==> config.mk <==
export PLATFORM = sky130hd
export DESIGN_NAME = entity_preserving_html_escaper_core_flat
export DESIGN_NICKNAME = d
export VERILOG_FILES = /design/src/rtl/core/epe_pkg.sv /design/src/rtl/core/epe_ifs.sv /design/src/rtl/core/epe_ctrl.sv /design/src/rtl/core/epe_datapath.sv /design/src/rtl/core/entity_preserving_html_escaper_core.sv /design/src/flat_wrapper.sv
export SDC_FILE = /design/constraint.sdc
export NUM_CORES = 1
export LEC_CHECK = 0
export BUFFER_PORTS_ARGS = -buffer_cell sky130_fd_sc_hd__clkbuf_2
export CORE_MARGIN = 4
export CORE_UTILIZATION = 68
export DETAILED_ROUTE_END_ITERATION = 8
export PLACE_DENSITY = 0.85
export SYNTH_ARGS = -nofsm -noshare
export SYNTH_HDL_FRONTEND = slang
export SYNTH_SLANG_ARGS = --single-unit
==> constraint.sdc <==
create_clock -name clk -period 7 [get_ports clk]
set_input_delay 0.35 -clock clk [delete_from_list [all_inputs] [get_ports clk]]
set_output_delay 0.35 -clock clk [all_outputs]
set_load 0.01 [all_outputs]
==> src/rtl/core/epe_pkg.sv <==
// shared constants, types and character functions for the entity-preserving escaper
`default_nettype none

package epe_pkg;

    localparam int MAX_ENTITY_LEN = 32;
    localparam int PEND_DEPTH     = MAX_ENTITY_LEN - 1;
    localparam int CNT_W          = $clog2(MAX_ENTITY_LEN);
    localparam int PEND_IDX_W     = $clog2(PEND_DEPTH);
    localparam int LEN_W          = CNT_W;
    localparam int BYTE_W         = 8;
    localparam int MODE_W         = 2;

    localparam logic [MODE_W-1:0] MODE_PASS = 2'd0;
    localparam logic [MODE_W-1:0] MODE_RESET = 2'd2;

    // scan phase codes
    localparam logic [2:0] PH_IDLE   = 3'd0;
    localparam logic [2:0] PH_ACCEPT = 3'd1;
    localparam logic [2:0] PH_AMP    = 3'd3;
    localparam logic [2:0] PH_NAME   = 3'd4;
    localparam logic [2:0] PH_HASH   = 3'd5;
    localparam logic [2:0] PH_DEC    = 3'd6;
    localparam logic [2:0] PH_HEX    = 3'd7;

    // characters
    localparam logic [7:0] CH_AMP  = 8'h26;
    localparam logic [7:0] CH_SEMI = 8'h3b;
    localparam logic [7:0] CH_LT   = 8'h3c;
    localparam logic [7:0] CH_GT   = 8'h3e;
    localparam logic [7:0] CH_QUOT = 8'h22;
    localparam logic [7:0] CH_HASH = 8'h23;
    localparam logic [7:0] CH_X    = 8'h78;

    // output string codes
    typedef logic [2:0] str_code_t;
    localparam str_code_t S_NONE   = 3'd0;
    localparam str_code_t S_BYTE   = 3'd1;
    localparam str_code_t S_AMPCH  = 3'd2;
    localparam str_code_t S_LT     = 3'd3;
    localparam str_code_t S_GT     = 3'd4;
    localparam str_code_t S_QUOT   = 3'd5;
    localparam str_code_t S_AMPENT = 3'd6;

    localparam logic [47:0] STR_LT     = {16'h0, "&lt;"};
    localparam logic [47:0] STR_GT     = {16'h0, "&gt;"};
    localparam logic [47:0] STR_QUOT   = "&quot;";
    localparam logic [47:0] STR_AMPENT = {8'h0, "&amp;"};

    // emission segments, in output order
    localparam int NUM_SEG = 4;
    localparam int SEG_W   = 2;
    localparam int SEL_W   = SEG_W + 1;
    localparam logic [SEG_W-1:0] SEG_LEAD  = 2'd0;
    localparam logic [SEG_W-1:0] SEG_PEND  = 2'd1;
    localparam logic [SEG_W-1:0] SEG_TAIL  = 2'd2;
    localparam logic [SEG_W-1:0] SEG_FLUSH = 2'd3;

    typedef logic [NUM_SEG-1:0][LEN_W-1:0] seg_len_t;

    typedef struct packed {
        logic             found;
        logic [SEG_W-1:0] seg;
    } seg_pick_t;

    typedef struct packed {
        logic             accept;
        logic             emit;
        logic [SEG_W-1:0] seg;
        logic [LEN_W-1:0] idx;
        logic             run_last;
    } ctl_cmd_t;

    typedef struct packed {
        seg_len_t cur_len;
        seg_len_t next_len;
        logic     out_free;
    } dp_status_t;

    function automatic logic is_digit(logic [7:0] c);
        return (c >= 8'h30) && (c <= 8'h39);
    endfunction

    function automatic logic is_letter(logic [7:0] c);
        return ((c >= 8'h41) && (c <= 8'h5a)) || ((c >= 8'h61) && (c <= 8'h7a));
    endfunction

    function automatic logic is_hexletter(logic [7:0] c);
        return ((c >= 8'h41) && (c <= 8'h46)) || ((c >= 8'h61) && (c <= 8'h66));
    endfunction

    // dfa step, PH_IDLE means the scan fails
    function automatic logic [2:0] next_phase(logic [2:0] ph, logic [7:0] c);
        logic [2:0] nx;
        nx = PH_IDLE;
        unique case (ph)
            PH_AMP:
            begin
                if (c == CH_HASH) nx = PH_HASH;
                else if (is_letter(c) || is_digit(c)) nx = PH_NAME;
            end
            PH_NAME:
            begin
                if (is_letter(c) || is_digit(c)) nx = PH_NAME;
                else if (c == CH_SEMI) nx = PH_ACCEPT;
            end
            PH_HASH:
            begin
                if (c == CH_X) nx = PH_HEX;
                else if (is_digit(c)) nx = PH_DEC;
            end
            PH_DEC:
            begin
                if (is_digit(c)) nx = PH_DEC;
                else if (c == CH_SEMI) nx = PH_ACCEPT;
            end
            PH_HEX:
            begin
                if (is_digit(c) || is_hexletter(c)) nx = PH_HEX;
                else if (c == CH_SEMI) nx = PH_ACCEPT;
            end
            default: nx = PH_IDLE;
        endcase
        return nx;
    endfunction

    function automatic logic fresh_opens(logic [MODE_W-1:0] mode, logic [7:0] b);
        return (mode != MODE_PASS) && mode[0] && (b == CH_AMP);
    endfunction

    function automatic str_code_t fresh_code(logic [MODE_W-1:0] mode, logic [7:0] b);
        str_code_t code;
        code = S_BYTE;
        if (mode != MODE_PASS)
        begin
            if (b == CH_LT) code = S_LT;
            else if (b == CH_GT) code = S_GT;
            else if (b == CH_QUOT) code = S_QUOT;
            else if (b == CH_AMP) code = mode[0] ? S_NONE : S_AMPENT;
        end
        return code;
    endfunction

    function automatic logic [LEN_W-1:0] str_len(str_code_t code);
        int n;
        unique case (code)
            S_BYTE, S_AMPCH: n = 1;
            S_LT, S_GT:      n = 4;
            S_QUOT:          n = 6;
            S_AMPENT:        n = 5;
            default:         n = 0;
        endcase
        return LEN_W'(n);
    endfunction

    function automatic logic [7:0] str_char(str_code_t code, logic [2:0] idx, logic [7:0] b);
        logic [47:0] s;
        logic [2:0]  last;
        logic [2:0]  sh;
        s    = '0;
        last = '0;
        unique case (code)
            S_LT:     begin s = STR_LT;     last = 3'd3; end
            S_GT:     begin s = STR_GT;     last = 3'd3; end
            S_QUOT:   begin s = STR_QUOT;   last = 3'd5; end
            S_AMPENT: begin s = STR_AMPENT; last = 3'd4; end
            default:  begin s = '0;         last = '0;   end
        endcase
        sh = last - idx;
        if (code == S_BYTE) return b;
        if (code == S_AMPCH) return CH_AMP;
        return s[{sh, 3'b000} +: 8];
    endfunction

    // lowest non-empty segment at or after from
    function automatic seg_pick_t first_seg(seg_len_t lens, logic [SEL_W-1:0] from);
        seg_pick_t p;
        p.found = 1'b0;
        p.seg   = '0;
        for (int i = NUM_SEG - 1; i >= 0; i--)
        begin
            if ((SEL_W'(i) >= from) && (lens[i] != '0))
            begin
                p.found = 1'b1;
                p.seg   = SEG_W'(i);
            end
        end
        return p;
    endfunction

endpackage

`default_nettype wire

==> src/rtl/core/epe_ifs.sv <==
// valid/ready channel interfaces for raw text beats and escaped text beats
`default_nettype none

interface epe_in_if;
    import epe_pkg::*;
    logic              valid;
    logic              ready;
    logic [BYTE_W-1:0] in_byte;
    logic              in_end;
    modport source (output valid, output in_byte, output in_end, input ready);
    modport sink   (input valid, input in_byte, input in_end, output ready);
endinterface

interface epe_out_if;
    import epe_pkg::*;
    logic              valid;
    logic              ready;
    logic [BYTE_W-1:0] out_byte;
    logic              out_run_last;
    logic              out_stream_end;
    modport source (output valid, output out_byte, output out_run_last,
                    output out_stream_end, input ready);
    modport sink   (input valid, input out_byte, input out_run_last,
                    input out_stream_end, output ready);
endinterface

`default_nettype wire

==> src/rtl/core/epe_ctrl.sv <==
// emission sequencer: walks the segments of one beat's output and gates input
`default_nettype none

module epe_ctrl (
    input  wire                       clk,
    input  wire                       rst_n,
    input  wire                       in_valid,
    output logic                      in_ready,
    input  wire epe_pkg::dp_status_t  status,
    output epe_pkg::ctl_cmd_t         cmd
);
    import epe_pkg::*;

    localparam logic ST_IDLE = 1'b0;
    localparam logic ST_EMIT = 1'b1;

    logic             state_reg, state_next;
    logic [SEG_W-1:0] seg_reg, seg_next;
    logic [LEN_W-1:0] idx_reg, idx_next;

    logic [LEN_W-1:0] cur_len;
    logic             last_in_seg;
    seg_pick_t        after_pick;
    seg_pick_t        start_pick;
    logic             emit;
    logic             fin;
    logic             accept;

    always_comb
    begin
        cur_len     = status.cur_len[seg_reg];
        last_in_seg = (idx_reg == (cur_len - 1'b1));
        after_pick  = first_seg(status.cur_len, {1'b0, seg_reg} + 1'b1);
        start_pick  = first_seg(status.next_len, '0);
        emit        = (state_reg == ST_EMIT) && status.out_free;
        fin         = emit && last_in_seg && !after_pick.found;
        in_ready    = (state_reg == ST_IDLE) || fin;
        accept      = in_valid && in_ready;
    end

    always_comb
    begin
        state_next = state_reg;
        seg_next   = seg_reg;
        idx_next   = idx_reg;
        priority if (accept)
        begin
            state_next = start_pick.found ? ST_EMIT : ST_IDLE;
            seg_next   = start_pick.seg;
            idx_next   = '0;
        end
        else if (emit)
        begin
            if (last_in_seg)
            begin
                if (after_pick.found)
                begin
                    seg_next = after_pick.seg;
                    idx_next = '0;
                end
                else
                begin
                    state_next = ST_IDLE;
                end
            end
            else
            begin
                idx_next = idx_reg + 1'b1;
            end
        end
        else
        begin
            // waiting for a beat or for the receiver
            state_next = state_reg;
        end
    end

    always_comb
    begin
        cmd.accept   = accept;
        cmd.emit     = emit;
        cmd.seg      = seg_reg;
        cmd.idx      = idx_reg;
        cmd.run_last = fin;
    end

    always_ff @(posedge clk or negedge rst_n)
    begin
        if (!rst_n)
        begin
            state_reg <= ST_IDLE;
            seg_reg   <= '0;
            idx_reg   <= '0;
        end
        else
        begin
            state_reg <= state_next;
            seg_reg   <= seg_next;
            idx_reg   <= idx_next;
        end
    end

endmodule

`default_nettype wire

==> src/rtl/core/epe_datapath.sv <==
// scan dfa, pending byte store, per-beat output plan and output register
`default_nettype none

module epe_datapath (
    input  wire                          clk,
    input  wire                          rst_n,
    input  wire [epe_pkg::BYTE_W-1:0]    in_byte,
    input  wire                          in_end,
    input  wire                          cfg_wr_en,
    input  wire [epe_pkg::MODE_W-1:0]    cfg_wr_data,
    input  wire epe_pkg::ctl_cmd_t       cmd,
    output epe_pkg::dp_status_t          status,
    output logic                         out_valid,
    input  wire                          out_ready,
    output logic [epe_pkg::BYTE_W-1:0]   out_byte,
    output logic                         out_run_last,
    output logic                         out_stream_end
);
    import epe_pkg::*;

    logic [MODE_W-1:0] mode_reg;
    logic [2:0]        phase_reg;
    logic [CNT_W-1:0]  count_reg;
    logic [BYTE_W-1:0] pend_mem [PEND_DEPTH];

    str_code_t         lead_reg, tail_reg, flush_reg;
    seg_len_t          len_reg;
    logic [BYTE_W-1:0] byte_reg;
    logic              end_reg;

    logic              out_valid_reg;
    logic [BYTE_W-1:0] out_byte_reg;
    logic              run_last_reg;
    logic              stream_end_reg;

    // plan for the beat at the input
    logic [2:0]        nx;
    str_code_t         fcode;
    logic              fopen;
    logic              at_limit;
    logic [CNT_W-1:0]  count_inc;
    str_code_t         lead_next, tail_next, flush_next;
    logic [LEN_W-1:0]  npend_next;
    logic              hold;
    logic [2:0]        phase_next;
    logic [CNT_W-1:0]  count_next;
    seg_len_t          len_next;
    logic [BYTE_W-1:0] emit_byte;

    always_comb
    begin
        nx         = next_phase(phase_reg, in_byte);
        fcode      = fresh_code(mode_reg, in_byte);
        fopen      = fresh_opens(mode_reg, in_byte);
        at_limit   = (count_reg >= CNT_W'(MAX_ENTITY_LEN - 2));
        count_inc  = count_reg + 1'b1;
        lead_next  = S_NONE;
        tail_next  = S_NONE;
        flush_next = S_NONE;
        npend_next = '0;
        hold       = 1'b0;
        phase_next = PH_IDLE;
        count_next = '0;
        if (phase_reg != PH_IDLE)
        begin
            if (nx == PH_ACCEPT)
            begin
                lead_next  = S_AMPCH;
                npend_next = count_reg;
                tail_next  = S_BYTE;
            end
            else if (nx == PH_IDLE)
            begin
                // failed scan: &amp;, held bytes, then this byte afresh
                lead_next  = S_AMPENT;
                npend_next = count_reg;
                tail_next  = fcode;
                if (fopen)
                begin
                    if (in_end) flush_next = S_AMPENT;
                    else phase_next = PH_AMP;
                end
            end
            else
            begin
                hold = 1'b1;
                if (at_limit || in_end)
                begin
                    lead_next  = S_AMPENT;
                    npend_next = count_inc;
                end
                else
                begin
                    phase_next = nx;
                    count_next = count_inc;
                end
            end
        end
        else
        begin
            tail_next = fcode;
            if (fopen)
            begin
                if (in_end) flush_next = S_AMPENT;
                else phase_next = PH_AMP;
            end
        end
        len_next[SEG_LEAD]  = str_len(lead_next);
        len_next[SEG_PEND]  = npend_next;
        len_next[SEG_TAIL]  = str_len(tail_next);
        len_next[SEG_FLUSH] = str_len(flush_next);
    end

    always_comb
    begin
        unique case (cmd.seg)
            SEG_LEAD:  emit_byte = str_char(lead_reg, cmd.idx[2:0], byte_reg);
            SEG_PEND:  emit_byte = pend_mem[cmd.idx[PEND_IDX_W-1:0]];
            SEG_TAIL:  emit_byte = str_char(tail_reg, cmd.idx[2:0], byte_reg);
            SEG_FLUSH: emit_byte = str_char(flush_reg, cmd.idx[2:0], byte_reg);
        endcase
    end

    always_comb
    begin
        status.cur_len  = len_reg;
        status.next_len = len_next;
        status.out_free = !out_valid_reg || out_ready;
    end

    assign out_valid      = out_valid_reg;
    assign out_byte       = out_byte_reg;
    assign out_run_last   = run_last_reg;
    assign out_stream_end = stream_end_reg;

    always_ff @(posedge clk or negedge rst_n)
    begin
        if (!rst_n)
        begin
            mode_reg      <= MODE_RESET;
            phase_reg     <= PH_IDLE;
            count_reg     <= '0;
            len_reg       <= '0;
            out_valid_reg <= 1'b0;
        end
        else
        begin
            if (cfg_wr_en)
                mode_reg <= cfg_wr_data;
            if (cmd.accept)
            begin
                phase_reg <= phase_next;
                count_reg <= count_next;
                len_reg   <= len_next;
            end
            if (cmd.emit)
                out_valid_reg <= 1'b1;
            else if (out_ready)
                out_valid_reg <= 1'b0;
        end
    end

    always_ff @(posedge clk)
    begin
        if (cmd.accept)
        begin
            lead_reg  <= lead_next;
            tail_reg  <= tail_next;
            flush_reg <= flush_next;
            byte_reg  <= in_byte;
            end_reg   <= in_end;
            if (hold)
                pend_mem[count_reg[PEND_IDX_W-1:0]] <= in_byte;
        end
        if (cmd.emit)
        begin
            out_byte_reg   <= emit_byte;
            run_last_reg   <= cmd.run_last;
            stream_end_reg <= cmd.run_last && end_reg;
        end
    end

endmodule

`default_nettype wire

==> src/rtl/core/entity_preserving_html_escaper_core.sv <==
// top level of the html escaper that keeps existing entities intact
//
// raw carries one text byte per beat plus in_end on the last byte of a text.
// escaped carries one output byte per beat; out_run_last marks the final byte
// caused by one raw beat, out_stream_end the final byte of the whole text.
// cfg_wr_en/cfg_wr_data write escape_mode (0 pass, 1 escape but keep
// entities, 2 escape all, 3 same as 1); write it only while the block is idle.
// timing: a raw beat that causes output bytes occupies the sequencer after
// its acceptance until its last byte is emitted, and the next raw beat is taken
// in the cycle of the last emission, so plain text runs at one byte per cycle
// while the receiver does not stall. the rate is set by the single output byte
// register, which is loaded at most once per cycle.
// an accepted beat's first output byte appears once the sequencer emits it.
// in mode 1 a '&' and the bytes after it are held until the entity closes,
// fails, hits the length limit or the text ends, then all come out in one run.
// reset: mode returns to 2, any open entity scan is dropped, output empties.
// receiver stall: the output register holds its beat, the sequencer waits,
// and raw.ready stays low until the last byte of the current run is loaded.
`default_nettype none

module entity_preserving_html_escaper_core (
    input  wire                        clk,
    input  wire                        rst_n,
    epe_in_if.sink                     raw,
    epe_out_if.source                  escaped,
    input  wire                        cfg_wr_en,
    input  wire [epe_pkg::MODE_W-1:0]  cfg_wr_data
);
    import epe_pkg::*;

    ctl_cmd_t   cmd;
    dp_status_t status;
    logic       in_ready;

    // sequencer: decides when to take a raw beat and which byte to emit
    epe_ctrl u_ctrl (
        .clk      (clk),
        .rst_n    (rst_n),
        .in_valid (raw.valid),
        .in_ready (in_ready),
        .status   (status),
        .cmd      (cmd)
    );

    // datapath: entity dfa, held bytes, plan of the run and output register
    epe_datapath u_dp (
        .clk            (clk),
        .rst_n          (rst_n),
        .in_byte        (raw.in_byte),
        .in_end         (raw.in_end),
        .cfg_wr_en      (cfg_wr_en),
        .cfg_wr_data    (cfg_wr_data),
        .cmd            (cmd),
        .status         (status),
        .out_valid      (escaped.valid),
        .out_ready      (escaped.ready),
        .out_byte       (escaped.out_byte),
        .out_run_last   (escaped.out_run_last),
        .out_stream_end (escaped.out_stream_end)
    );

    assign raw.ready = in_ready;

endmodule

`default_nettype wire

==> src/flat_wrapper.sv <==
// flat-port wrapper written by rule: the top's interface ports become plain ports
module entity_preserving_html_escaper_core_flat import epe_pkg::*;
  (clk, rst_n, cfg_wr_en, cfg_wr_data, raw_valid, raw_in_byte, raw_in_end, raw_ready, escaped_valid, escaped_out_byte, escaped_out_run_last, escaped_out_stream_end, escaped_ready);
  epe_in_if raw_i ();
  epe_out_if escaped_i ();
  input  wire clk;
  input  wire rst_n;
  input  wire cfg_wr_en;
  input  wire [epe_pkg::MODE_W-1:0] cfg_wr_data;
  input wire logic [$bits(raw_i.valid)-1:0] raw_valid;
  input wire logic [$bits(raw_i.in_byte)-1:0] raw_in_byte;
  input wire logic [$bits(raw_i.in_end)-1:0] raw_in_end;
  output wire logic [$bits(raw_i.ready)-1:0] raw_ready;
  output wire logic [$bits(escaped_i.valid)-1:0] escaped_valid;
  output wire logic [$bits(escaped_i.out_byte)-1:0] escaped_out_byte;
  output wire logic [$bits(escaped_i.out_run_last)-1:0] escaped_out_run_last;
  output wire logic [$bits(escaped_i.out_stream_end)-1:0] escaped_out_stream_end;
  input wire logic [$bits(escaped_i.ready)-1:0] escaped_ready;
  assign raw_i.valid = raw_valid;
  assign raw_i.in_byte = raw_in_byte;
  assign raw_i.in_end = raw_in_end;
  assign raw_ready = raw_i.ready;
  assign escaped_valid = escaped_i.valid;
  assign escaped_out_byte = escaped_i.out_byte;
  assign escaped_out_run_last = escaped_i.out_run_last;
  assign escaped_out_stream_end = escaped_i.out_stream_end;
  assign escaped_i.ready = escaped_ready;
  entity_preserving_html_escaper_core u_core (.clk(clk), .rst_n(rst_n), .raw(raw_i), .escaped(escaped_i), .cfg_wr_en(cfg_wr_en), .cfg_wr_data(cfg_wr_data));
endmodule
==> results by stage <==
Yosys:
- In the synthesized netlist, mux cells make up 12.2% of the area.
- By area the synthesized netlist is led by sky130_fd_sc_hd__edfxtp_1, sky130_fd_sc_hd__mux4_2, sky130_fd_sc_hd__dfrtp_1.
- The simple-gate share of the synthesized area is ~9%.
- The number of synthesis warnings is 0.
- The count of different cell masters after synthesis is 76.
- The fraction of registers with async set or reset after synthesis is 9.90%.
- The register bit count reported by yosys is 303.
- The commonest cells after synthesis are sky130_fd_sc_hd__edfxtp_1, sky130_fd_sc_hd__nor2_1, sky130_fd_sc_hd__mux4_2, sky130_fd_sc_hd__nand2_1, sky130_fd_sc_hd__o21ai_0.
- Summing the areas of all fa, ha and maj instances in the mapped netlist gives 1.64% of the synthesized area.
- Among all flip-flop cells after synthesis, the most frequent one is sky130_fd_sc_hd__edfxtp_1.
- The share of synthesized area in the top cell type comes to 58.9%.
- The synthesized netlist cell count is between 900 and 1000.
- The number of nets produced by synthesis is roughly 1000.
- The synthesized netlist occupies a cell area of 13900 um^2.
- The mean instance size in the synthesized netlist is 14.6 um^2.
- Of all cell types, the one taking the most synthesized area is sky130_fd_sc_hd__edfxtp_1.
- The proportion of synthesized chip area in sequential cells is around 64%.
- The synthesized netlist devotes under 10% of its cell area to compound gates.
- Counting flops with a built-in enable in the synthesized netlist gives 273.
- sky130_fd_sc_hd__edfxtp_1 is the most common cell in the netlist.
- The synthesized netlist devotes 0.944% of its cell area to XOR and XNOR gates.
- The dominant combinational cell family by area after synthesis is multiplexers.

CTS:
- The longest clock path from root to sink contains 3 buffers.
- The clock latency on the worst-skew pair is 0.55 ns.
- In this run the number of H-tree levels came out at 1.
- TritonCTS built the clock tree.
- The buffer type at the clock tree root is sky130_fd_sc_hd__clkbuf_16.
- After clock tree synthesis, the clock-pin slew on the worst setup and hold paths is approximately 0.06 ns.
- The total clock sinks is 303.
- After clock tree synthesis, the setup repair step added 0 buffers.
- The TritonCTS buffer count is 30.

Critical path:
- The capturing element type of the critical path is a flop.
- The data arrival time of the critical path is 5.29 ns.
- In this run the worst path has a maximum fanout of 52.
- In this run the critical register-to-register path is launched from u_core.u_ctrl.seg_reg[0]$_DFFE_PN0P_.
- The startpoint of the worst setup timing path is u_core.u_ctrl.seg_reg[0]$_DFFE_PN0P_.
- The data required time at the worst endpoint is between 7 and 8 ns.
- The worst setup path is of the flop to flop kind.
- The worst setup path is launched from a flop.

Floorplanning:
- The initial core utilization is slightly below 70%.
- The die outline width is about 150 um.
- The total area inside the core boundary comes to 20200 um^2.
- The floorplan die area is 22800 um^2.
- The die is 151 um tall.
- The total number of placement rows is 52.
- Pin placement for this block handled 28 I/O pins.

Detailed routing:
- The routed layout has 8776 vias.
- The average wire per cell in the routed design is 26.3 um.
- The first-iteration detailed-routing DRC count is between 1000 and 1500.
- For this run, the detailed router's first-pass iteration total came to 6.
- After detailed routing, the number of vias per cell comes to between 6 and 7.
- The remaining design rule violation count is 0.
- The post-detailed-routing wire length is 33100 um.
- The count of nets left with antenna violations after detail routing is 0.

GRT:
- The via count of the first global-routing pass was 8484.
- The first global-routing pass estimated 50900 um of wire.
- The number of antenna violations at the first check in global routing was 0.
- The global-route total usage across every layer is a little under a third.
- The total congestion overflow after global routing is 0.
- The largest net degree at the start of global routing is 67.

Placement:
- The post-DP HPWL is 20600 um.
- The count of buffers added on input and output ports is 27.
- OpenSTA, run right after detailed placement, puts the worst setup slack at 1.99 ns.
- At the end of routability-driven placement, the weighted congestion stood at 0.919.
- The cell total after placement is 1201.

Final layout:
- The sequential cell area is 8950 um^2.
- The repair_antennas step left the layout with diodes totalling 0.
- The post-route netlist has 17.0% of its cells at a drive strength greater than 1.
- The multi-input logic area is 4610 um^2.
- The share of the core filled with cells in the final layout is between 70 and 80%.
- The register with the most flip-flops in the layout has 248 of them.
- From synthesis to final layout, the design area changed by 9.81%.
- The finished layout holds between 1000 and 1500 standard cells, fillers aside.
- The layout has 1170 filler cells.
- The number of nets in the finished design is 997.

Job:
- The total of max-cap violations is 0.

STA:
- Setup repair after global routing left no endpoint under its margin.
- The final number of setup-violating endpoints is 0.
- The highest achievable clock rate is 0.196 GHz.
- The final hold violation count was 0.
- The least setup slack across all paths after layout is 1.89 ns.
- The count of pins over their slew limit came to 0.
- The aggregate negative setup slack is 0 ns.
- The worst path uses 73.0% of the clock period.
- Headroom to the max-slew limit came out at around 25%.
- The clock arrives with around 0.011 ns of skew.
- At the pin with the least slew margin, the transition time is about 1.1 ns.
- The routed design could run at a clock period as short as 5.11 ns.

Status:
- The run finished with clean final reports.

Power and ir drop:
- The share of total power dissipated in combinational logic is 31.1%.
- The total leakage power is just over 5 nW.
- The analysis attributes to net switching a power of 1.90 mW.
- The peak supply drop is 0.000312 V.
- Internal power comes to 3.84 mW.
- The clock network accounts for 29.8% of the total power.
- Net switching is between 30% and 40% of the power.
- The total power density per cell area is ~380 nW/um^2.
- The share of total power dissipated in sequential elements is between 30% and 40%.

Worst hold path:
- The path class of the tightest hold or removal check is input port to flop.
- In this run the most critical hold path is launched from cfg_wr_data[1].
## critical path, stage by stage (launching register included)
cell	delay (ns)
sky130_fd_sc_hd__dfrtp_1	0.75
sky130_fd_sc_hd__mux4_2	0.64
sky130_fd_sc_hd__inv_1	0.08
sky130_fd_sc_hd__ha_1	0.24
sky130_fd_sc_hd__and4b_1	0.22
sky130_fd_sc_hd__mux2i_1	0.07
sky130_fd_sc_hd__a21oi_1	0.19
sky130_fd_sc_hd__nor3_2	0.11
sky130_fd_sc_hd__nor4_4	0.41
sky130_fd_sc_hd__o21ai_4	0.15
sky130_fd_sc_hd__inv_2	0.67
sky130_fd_sc_hd__nand3_2	0.47
sky130_fd_sc_hd__nor2_1	0.71
## routing by layer
metal  part of all wire (%)  GRT usage [%]  up-vias  wire (um)
li1                       -              -     3765          -
met1                     37           42.3     4239      12400
met2                     48           48.3      662      16000
met3                     10           4.49      110       3330
met4                    4.5           11.9        0       1500
met5                      0              0        -          0
## cells by family after synthesis
| kind of cell | Yosys count |
|---|---|
| compound gates | 189 |
| xor+xnor | 15 |
| flops | 303 |
| simple gates | 247 |
| fa+ha+maj | 17 |
| mux | 98 |
| buf+inv | 85 |
## layout make-up
type / count / area share, %
well taps: 270 / 2.21
clock buffers: 32 / 5.10
inverters: 26 / 0.639
repair buffers: 37 / 1.39
flip-flops and latches: 303 / 58.6
multi-input cells: 566 / 30.2
clock inverters: 24 / 1.88
## through the flow
step                      hold slack (ns)  power [mW]  area, um^2
after floorplan                    0.0544        3.56       13900
after global placement              0.462        3.96       14200
after detailed placement            0.454        4.01       14200
after CTS                          0.0225        5.72       15300
after global routing               0.0262        5.97       15300
final                              0.0343        5.74       15300
## worst paths after layout
check | to | slack (ns) | depth (start not counted)
worst max-delay path | u_core.u_dp.pend_mem[9][0]$_DFFE_PP_ | 1.89 | 12
worst min-delay path | u_core.u_dp.mode_reg[1]$_DFFE_PN1P_ | 0.03 | 2
worst max register to register | u_core.u_dp.pend_mem[9][0]$_DFFE_PP_ | 1.89 | 12
worst min register to register | u_core.u_dp.out_valid$_DFFE_PN0P_ | 0.51 | 2
max in group asynchronous | u_core.u_ctrl.idx_reg[0]$_DFFE_PN0P_ | 6.04 | 2
min in group asynchronous | u_core.u_dp.mode_reg[0]$_DFFE_PN0P_ | 0.40 | 2
## power by group through the flow
stage | sequential, mW | clock [mW] | combinational [mW]
CTS | 2.24 | 1.71 | 1.77
global route | 2.26 | 1.80 | 1.91
floorplan | 2.16 | 0 | 1.39
detailed placement | 2.27 | 0 | 1.74
finish | 2.24 | 1.71 | 1.78
global placement | 2.27 | 0 | 1.69
## cell usage in the layout, fill, tap and decap left out, types with 10 or more instances in the layout
cell,n
sky130_fd_sc_hd__clkbuf_16,31
sky130_fd_sc_hd__edfxtp_1,273
sky130_fd_sc_hd__nor2_1,70
sky130_fd_sc_hd__mux2i_1,39
sky130_fd_sc_hd__dfrtp_1,27
sky130_fd_sc_hd__a21oi_1,36
sky130_fd_sc_hd__a211oi_1,10
sky130_fd_sc_hd__mux4_2,57
sky130_fd_sc_hd__inv_1,25
sky130_fd_sc_hd__a31oi_1,12
sky130_fd_sc_hd__ha_1,15
sky130_fd_sc_hd__o21ai_0,46
sky130_fd_sc_hd__clkbuf_2,27
sky130_fd_sc_hd__nand3_1,19
sky130_fd_sc_hd__nand2_1,56
sky130_fd_sc_hd__o221ai_1,22
sky130_fd_sc_hd__nor3_1,13
sky130_fd_sc_hd__nand3b_1,11
sky130_fd_sc_hd__nand2b_1,19
## what timing repair did
action / in CTS / in global routing
hold buffers: 1 / 0
gates resized for setup: 0 / 0
hold endpoints to repair: 29 / 0
(Power assumes the default switching activity.)
